File: src/rtl/assert_macros.svh
// assertion macros shared by the record stack modules
// no dependencies
`ifndef ASSERT_MACROS_SVH
`define ASSERT_MACROS_SVH

// property holds on every clock edge outside reset
`define VLRS_ASSERT_ALWAYS(lbl, clk_s, rstn_s, prop, msg) \
	lbl: assert property (@(posedge clk_s) disable iff (!rstn_s) (prop)) else $error(msg);

// consequent holds in the same cycle as the antecedent
`define VLRS_ASSERT_IMPLY(lbl, clk_s, rstn_s, ante, cons, msg) \
	lbl: assert property (@(posedge clk_s) disable iff (!rstn_s) (ante) |-> (cons)) \
		else $error(msg);

// consequent holds in the cycle after the antecedent
`define VLRS_ASSERT_NEXT(lbl, clk_s, rstn_s, ante, cons, msg) \
	lbl: assert property (@(posedge clk_s) disable iff (!rstn_s) (ante) |=> (cons)) \
		else $error(msg);

`endif

File: src/rtl/vlrs_pkg.sv
// shared constants, codes and controller/datapath interface types
// for the variable-length record stack; no dependencies
package vlrs_pkg;

	localparam int STORE_BYTES  = 1024;
	localparam int LENGTH_BYTES = 2;
	localparam int MAX_RECORD   = 64;

	localparam int ADDR_W = $clog2(STORE_BYTES);
	localparam int PTR_W  = $clog2(STORE_BYTES + 1);
	localparam int FIT_W  = PTR_W + 1;
	localparam int LEN_W  = 7;
	localparam int CNT_W  = $clog2(LENGTH_BYTES + 1);

	typedef enum logic [2:0] {
		OP_PUSH  = 3'd0,
		OP_POP   = 3'd1,
		OP_PEEK  = 3'd2,
		OP_CLEAR = 3'd3,
		OP_PROBE = 3'd4
	} op_t;

	typedef enum logic [1:0] {
		ST_OK    = 2'd0,
		ST_FULL  = 2'd1,
		ST_EMPTY = 2'd2
	} status_t;

	typedef enum logic [3:0] {
		S_IDLE,
		S_EXEC,
		S_TRAIL,
		S_TRD,
		S_TCAP,
		S_CALC,
		S_START,
		S_BRD,
		S_BOUT,
		S_RES
	} state_t;

	typedef struct packed {
		logic latch_in;
		logic exec;
		logic trail_wr;
		logic trd_rd;
		logic trd_cap;
		logic calc_stored;
		logic calc_start;
		logic byte_rd;
		logic load_res;
		logic load_byte;
	} cmd_t;

	typedef struct packed {
		logic [2:0] op;
		logic       last;
		logic       rec_accept;
		logic       top_short;
		logic       cnt_zero;
		logic       cnt_top;
		logic       n_zero;
		logic       idx_last;
		logic       out_free;
	} sts_t;

endpackage

File: src/rtl/vlrs_ctrl.sv
// controller state machine of the record stack, sequencing the datapath
// depends on vlrs_pkg and assert_macros.svh
`include "assert_macros.svh"

module vlrs_ctrl (
	input  logic           clk,
	input  logic           arst_n,
	input  logic           in_valid,
	output logic           in_stall,
	input  vlrs_pkg::sts_t sts,
	output vlrs_pkg::cmd_t cmd
);

	vlrs_pkg::state_t state_q, state_d;

	always_ff @(posedge clk or negedge arst_n) begin
		if (!arst_n) begin
			state_q <= vlrs_pkg::S_IDLE;
		end else begin
			state_q <= state_d;
		end
	end

	always_comb begin
		state_d  = state_q;
		cmd      = '0;
		in_stall = 1'b1;
		case (state_q)
			vlrs_pkg::S_IDLE: begin
				in_stall = 1'b0;
				if (in_valid) begin
					cmd.latch_in = 1'b1;
					state_d      = vlrs_pkg::S_EXEC;
				end
			end
			vlrs_pkg::S_EXEC: begin
				cmd.exec = 1'b1;
				case (sts.op)
					vlrs_pkg::OP_PUSH: begin
						state_d = (sts.last && sts.rec_accept) ? vlrs_pkg::S_TRAIL :
							vlrs_pkg::S_RES;
					end
					vlrs_pkg::OP_POP, vlrs_pkg::OP_PEEK: begin
						state_d = sts.top_short ? vlrs_pkg::S_RES : vlrs_pkg::S_TRD;
					end
					default: begin
						state_d = vlrs_pkg::S_RES;
					end
				endcase
			end
			vlrs_pkg::S_TRAIL: begin
				cmd.trail_wr = 1'b1;
				if (sts.cnt_top) begin
					state_d = vlrs_pkg::S_RES;
				end
			end
			vlrs_pkg::S_TRD: begin
				cmd.trd_rd = 1'b1;
				state_d    = vlrs_pkg::S_TCAP;
			end
			vlrs_pkg::S_TCAP: begin
				cmd.trd_cap = 1'b1;
				state_d     = sts.cnt_zero ? vlrs_pkg::S_CALC : vlrs_pkg::S_TRD;
			end
			vlrs_pkg::S_CALC: begin
				cmd.calc_stored = 1'b1;
				state_d         = vlrs_pkg::S_START;
			end
			vlrs_pkg::S_START: begin
				cmd.calc_start = 1'b1;
				state_d        = vlrs_pkg::S_BRD;
			end
			vlrs_pkg::S_BRD: begin
				if (sts.n_zero) begin
					state_d = vlrs_pkg::S_RES;
				end else begin
					cmd.byte_rd = 1'b1;
					state_d     = vlrs_pkg::S_BOUT;
				end
			end
			vlrs_pkg::S_BOUT: begin
				if (sts.out_free) begin
					cmd.load_byte = 1'b1;
					state_d       = sts.idx_last ? vlrs_pkg::S_IDLE : vlrs_pkg::S_BRD;
				end
			end
			vlrs_pkg::S_RES: begin
				if (sts.out_free) begin
					cmd.load_res = 1'b1;
					state_d      = vlrs_pkg::S_IDLE;
				end
			end
			default: begin
				state_d = vlrs_pkg::S_IDLE;
			end
		endcase
	end

	`VLRS_ASSERT_NEXT(a_accept_execs, clk, arst_n, state_q == vlrs_pkg::S_IDLE && in_valid, state_q == vlrs_pkg::S_EXEC, "accepted word not executed")
	`VLRS_ASSERT_IMPLY(a_load_when_free, clk, arst_n, cmd.load_res || cmd.load_byte, sts.out_free, "output register overwritten")

endmodule

File: config.mk
export PLATFORM = sky130hd
export DESIGN_NAME = vlrs_ctrl
export DESIGN_NICKNAME = d
export VERILOG_FILES = /design/src/rtl/vlrs_pkg.sv /design/src/rtl/vlrs_ctrl.sv
export VERILOG_INCLUDE_DIRS = /design/src /design/src/rtl
export SDC_FILE = /design/constraint.sdc
export NUM_CORES = 1
export LEC_CHECK = 0
export BUFFER_PORTS_ARGS = -buffer_cell sky130_fd_sc_hd__buf_2
export CAP_MARGIN = 20
export CELL_PAD_IN_SITES_DETAIL_PLACEMENT = 1
export CELL_PAD_IN_SITES_GLOBAL_PLACEMENT = 2
export CORE_MARGIN = 3
export CORE_UTILIZATION = 21
export CTS_CLUSTER_SIZE = 28
export DETAILED_ROUTE_END_ITERATION = 16
export PLACE_DENSITY_LB_ADDON = 0.1
export SYNTH_ARGS = -nofsm -noshare
export SYNTH_HDL_FRONTEND = slang
export SYNTH_SLANG_ARGS = --single-unit
File: constraint.sdc
create_clock -name clk -period 1.35 [get_ports clk]
set_input_delay 0.3375 -clock clk [delete_from_list [all_inputs] [get_ports clk]]
set_output_delay 0.3375 -clock clk [all_outputs]
set_load 0.02 [all_outputs]
==> results.json, run 1 <==
{
  "worstSetupPathType": "flip-flop to output port",
  "syn_to_final_growth_pct": 125,
  "period_needed_ns": 1.70,
  "largest_reg_flops": 4,
  "crit_arrival_ns": 1.36,
  "grt_pass1_vias": 751,
  "r2r_cells": 5,
  "initial_core_util_pct": 23.1,
  "worstReg2RegStart": "state_q[2]$_DFFE_PN0P_",
  "h-tree-depth": 1,
  "rows": 17,
  "clock_latency_ns": 0.23,
  "failed_checks": "negative setup slack",
  "core_um2": 2300,
  "synth_top_cell_by_area": "dfrtp_1",
  "leakagePower_nw": 0.497,
  "worstPathRequired_ns": 1.01,
  "fin_crit_sh_pct": 126,
  "slew_headroom_pct": 77.7,
  "drc_errors": 0,
  "cts_num_sinks": 4,
  "io_pins": 25,
  "status": "finished with violations",
  "r2r_slack_ns": -0.24,
  "overflow": 0,
  "grt_pass1_wl_um": 3490,
  "place_congestion": 0.685,
  "drt_iter0_drc": 4,
  "final-max-slew-violation-count": 0,
  "start_kind": "flip-flop",
  "die-area_um2": 3170,
  "drive_above_1_share_pct": 68.6,
  "min_path_type": "input port to async pin",
  "setup_slack_ns": -0.346,
  "crit_chain": "or4b_4 -> inv_4 -> buf_6",
  "vias": 718,
  "ys_seq_area_share_pct": 18.9,
  "fmax_mhz": 590,
  "antenna_found_initial": 0,
  "r2r_end": "state_q[3]$_DFFE_PN0P_",
  "critPathMaxStageDelay_ns": 0.56,
  "fin_util_pct": 52.0,
  "setup_viol": 15,
  "finalNetCount": 137,
  "finalHoldViolations": 0,
  "p_total_mw": 2.83,
  "die_w_um": 56.3,
  "endpoint_kind": "output port",
  "synthTopCellsByArea": "dfrtp_1 19%, nor3_1 6.6%, nand2b_1 5.9%, nor2_1 5.7%, xnor2_1 5.0%",
  "antenna_cells": 0,
  "skew_ns": 0.000221,
  "grt.total_usage_pct": 13.9,
  "vias_per_cell": 4.82,
  "syn-mean-instance-area_um2": 7.69,
  "rsz0062_at_grt": "yes",
  "port_buffers": 24,
  "synth.top_cell.area_share_pct": 18.9,
  "synth_edf_count": 0,
  "dp_hpwl_um": 1470,
  "setup-tns-final_ns": -3.35,
  "synth_nets": 83,
  "ctsRootBufferMaster": "clkbuf_4",
  "cts_buffer_depth": 2,
  "antenna_left": 0,
  "routed_wl_um": 2180,
  "grt_max_degree": 10,
  "yosysWarnings": 0,
  "regMostFlops": "state_q",
  "cts_buffers": 3,
  "ir_drop_mv": 1.09,
  "worst_pin_slew_ns": 0.333,
  "p_per_area_nw_per_um2": 2370,
  "drtPass1Iterations": 3,
  "cts_tree": "built",
  "clk_pin_slew_ns": 0.04,
  "cp_max_fo": 3,
  "async_reset_ff_share_pct": 100,
  "layout_common_cells": "23 x buf_4, 15 x buf_6, 13 x buf_2",
  "ys_dominant_reg_cell": "dfrtp_1",
  "cp_slowest_cell": "or4b_4",
  "fp.dieH_um": 56.3,
  "largest_registers": "state_q (4)",
  "maxCapViolations": 0,
  "final_common_cell": "buf_4",
  "synth_cell_type_count": 36,
  "ys_seq_elements": 4,
  "syn_area_um2": 531,
  "synth_cells": 69,
  "wl_per_cell_um": 14.6
}
-- power by group --
part           switching [mW]  leakage (nW)  internal [mW]
sequential             0.0384        0.0524          0.179
combinational            1.20         0.431           1.27
clock                  0.0457        0.0138         0.0992
total                    1.28         0.497           1.55
-- per-stage QoR --
stage | setup slack, ns | hold WS (ns) | cells | cell area [um^2]
floorplan | -0.136 | 0.0419 | 69 | 613
CTS | -0.360 | 0.414 | 146 | 1080
global route | -0.378 | 0.447 | 149 | 1190
global placement | -0.138 | 0.144 | 131 | 846
finish | -0.346 | 0.452 | 149 | 1190
detailed placement | -0.155 | 0.148 | 131 | 846
-- cell families (layout without fill, tap and decap cells) --
group,after synthesis,after routing,synth area share (%)
flops,4,4,18.9
simple gates,36,36,38.7
buf+inv,8,60,8.25
mux,1,1,1.89
xor+xnor,3,3,4.95
compound gates,17,17,27.4
-- how the worst max path moves through the flow --
| stage | from | endpoint | slack (ns) | cells after the start |
|---|---|---|---|---|
| final | state_q[2]$_DFFE_PN0P_ | cmd[8] | -0.35 | 3 |
| after global routing | state_q[2]$_DFFE_PN0P_ | cmd[8] | -0.38 | 3 |
| after CTS | state_q[2]$_DFFE_PN0P_ | cmd[8] | -0.36 | 3 |
| after detailed placement | state_q[2]$_DFFE_PN0P_ | cmd[8] | -0.15 | 3 |
| after global placement | state_q[3]$_DFFE_PN0P_ | cmd[8] | -0.14 | 3 |
| after floorplan | state_q[2]$_DFFE_PN0P_ | cmd[8] | -0.14 | 3 |
-- layout make-up --
type / count / area [um^2]
fillers: 285 / 1100
multi-input cells: 57 / 544
repair buffers: 55 / 477
flip-flops and latches: 4 / 100
well taps: 28 / 35.0
clock buffers: 3 / 22.5
inverters: 2 / 15.0
-- per-layer routing --
metal	wire, um	track usage (%)	part of all wire [%]
met4	19	5.08	0.87
met3	39	1.38	1.8
met2	1190	25.4	55
met1	923	16.7	42
met5	0	0	0
-- cell usage after synthesis, types with 2 or more instances --
master / number
a21oi_1: 5
clkbuf_1: 2
dfrtp_1: 4
inv_1: 2
nand2_1: 3
nand2b_1: 5
nor2_1: 8
nor3_1: 7
o32ai_1: 2
or3_1: 3
xnor2_1: 3
-- critical path: cells and delay by family, from the launching register on --
kind          cells  cell delay, ns
simple gates      1            0.56
flops             1            0.39
buf+inv           2            0.17
-- what timing repair did --
item                                    in CTS  in global routing
hold endpoints to repair                     4                  0
resized for setup                           30                 19
pin swaps                                   10                  8
cloned                                       0                  0
setup buffers                               11                  3
endpoints found under the setup margin      15                 15
hold buffers                                 1                  0
(Power assumes the default switching activity.)
==> run 2, diff against run 1 <==
CORE_UTILIZATION = 25   (was 21)
clock period = 2.1 ns   (was 1.35 ns; I/O delays follow)
==> run 2 against run 1 <==
- routed wire length down 28%
- sequential share of layout area grew 6.2 points
- non-clock buffer count decreased by 28
- cell area down 42%
- largest power group unchanged
- the run now ends clean
- die area down 14%
- critical endpoint unchanged
- critical path depth stayed put
- highest routed layer unchanged
==> results.json, run 2 (synthesis results as in run 1) <==
{
  "core_um2": 1980,
  "ctsRootBufferMaster": "clkbuf_4",
  "drtPass1Iterations": 4,
  "instances_no_fill": 120,
  "dp.cells": 117,
  "cp_max_fo": 13,
  "p_per_area_nw_per_um2": 1490,
  "worst_pin_slew_ns": 0.310,
  "drc_errors": 0,
  "finalHoldViolations": 0,
  "rsz0062_at_grt": "no",
  "cts_buffers": 3,
  "period_needed_ns": 2.03,
  "worstPathRequired_ns": 1.57,
  "initial_core_util_pct": 26.8,
  "crit_arrival_ns": 1.50,
  "cp_slowest_cell": "or4b_4",
  "r2r_cells": 5,
  "syn_to_final_growth_pct": 30.9,
  "drive_above_1_share_pct": 38.7,
  "drt_iter0_drc": 7,
  "antenna_cells": 0,
  "cts_buffer_depth": 2,
  "worstSetupPathType": "flip-flop to output port",
  "grt_pass1_wl_um": 2560,
  "h-tree-depth": 1,
  "finalNetCount": 109,
  "hold_buffers": 0,
  "post_dp_cell_area_um2": 671,
  "cts_tree": "built",
  "largest_registers": "state_q (4)",
  "fillers": 259,
  "leakagePower_nw": 0.305,
  "endpoint_kind": "output port",
  "start_kind": "flip-flop",
  "cp_top_family": "simple AND/OR/NAND/NOR gates",
  "grt_pass1_vias": 584,
  "regMostFlops": "state_q",
  "port_buffers": 24,
  "skew_ns": 0.000229,
  "die_w_um": 52.1,
  "setup-tns-final_ns": 0,
  "wl_per_cell_um": 13.1,
  "min_path_type": "input port to async pin",
  "whs_ns": 0.0793,
  "maxCapViolations": 0,
  "design_area_um2": 694,
  "final_common_cell": "buf_2",
  "clk_pin_slew_ns": 0.04,
  "vias": 627,
  "place_congestion": 0.764,
  "status": "complete, no violations",
  "fmax_mhz": 494,
  "fin_util_pct": 35.0,
  "path_depth": 3,
  "fin_crit_sh_pct": 96.5,
  "layout_common_cells": "24 x buf_2, 8 x nor2_1, 7 x nor3_1",
  "largest_reg_flops": 4,
  "antenna_found_initial": 0,
  "overflow": 0,
  "cts-resized-gates": 0,
  "postCtsSetupBuffers": 0,
  "grt.total_usage_pct": 13.2,
  "critPathMaxStageDelay_ns": 0.55,
  "clock_latency_ns": 0.24,
  "die-area_um2": 2710,
  "fp.dieH_um": 52.1,
  "final-max-slew-violation-count": 0,
  "ir_drop_mv": 0.466,
  "dp_hpwl_um": 1230,
  "slew_headroom_pct": 79.1,
  "crit_chain": "or4b_4 -> inv_1 -> buf_2",
  "routed_wl_um": 1570,
  "rows": 16,
  "setup_viol": 0,
  "vias_per_cell": 5.23,
  "critPathBufInv": 2,
  "antenna_left": 0,
  "io_pins": 25,
  "cts_num_sinks": 4,
  "grt_max_degree": 18
}
run 2: cell types whose count changed in the layout (fill, tap and decap cells not counted), moves of 4 or more:
cell    previous run  this run
nor3_1             2         7
nor3_4             4         0
buf_6             15         0
nor2_1             4         8
buf_2             13        24
buf_4             23         3
run 2: final timing paths:
check,startpoint,endpoint,slack (ns)
setup / recovery,state_q[3]$_DFFE_PN0P_,cmd[8],0.07
max in group asynchronous,arst_n,state_q[3]$_DFFE_PN0P_,1.89
hold / removal,arst_n,state_q[0]$_DFFE_PN0P_,0.08
setup reg to reg,state_q[0]$_DFFE_PN0P_,state_q[0]$_DFFE_PN0P_,0.55
min in group clk,sts[0],state_q[0]$_DFFE_PN0P_,0.55
hold reg to reg,state_q[2]$_DFFE_PN0P_,state_q[1]$_DFFE_PN0P_,0.72
run 2: layout make-up:
class,count,area (um^2),share of cell area (%)
multi-input cells,57,387,55.7
repair buffers,27,143,20.5
flip-flops and latches,4,101,14.6
well taps,27,33.8,4.86
clock buffers,3,22.5,3.24
inverters,2,7.51,1.08
run 2: power breakdown:
part / internal (mW) / switching [mW]
sequential: 0.116 / 0.0397
combinational: 0.320 / 0.458
clock: 0.0643 / 0.0366
total: 0.500 / 0.535
run 2: per-layer routing:
metal,global-route usage [%],wire length [um]
met5,0,0
met4,7.86,33
met3,4.30,78
met2,20.7,752
met1,15.4,707
run 2: through the flow:
stage | worst slack, ns | power [mW]
after global routing | 0.0163 | 1.13
after CTS | 0.0106 | 1.05
after global placement | 0.305 | 0.934
final | 0.0739 | 1.03
after floorplan | 0.291 | 0.758
after detailed placement | 0.283 | 0.941
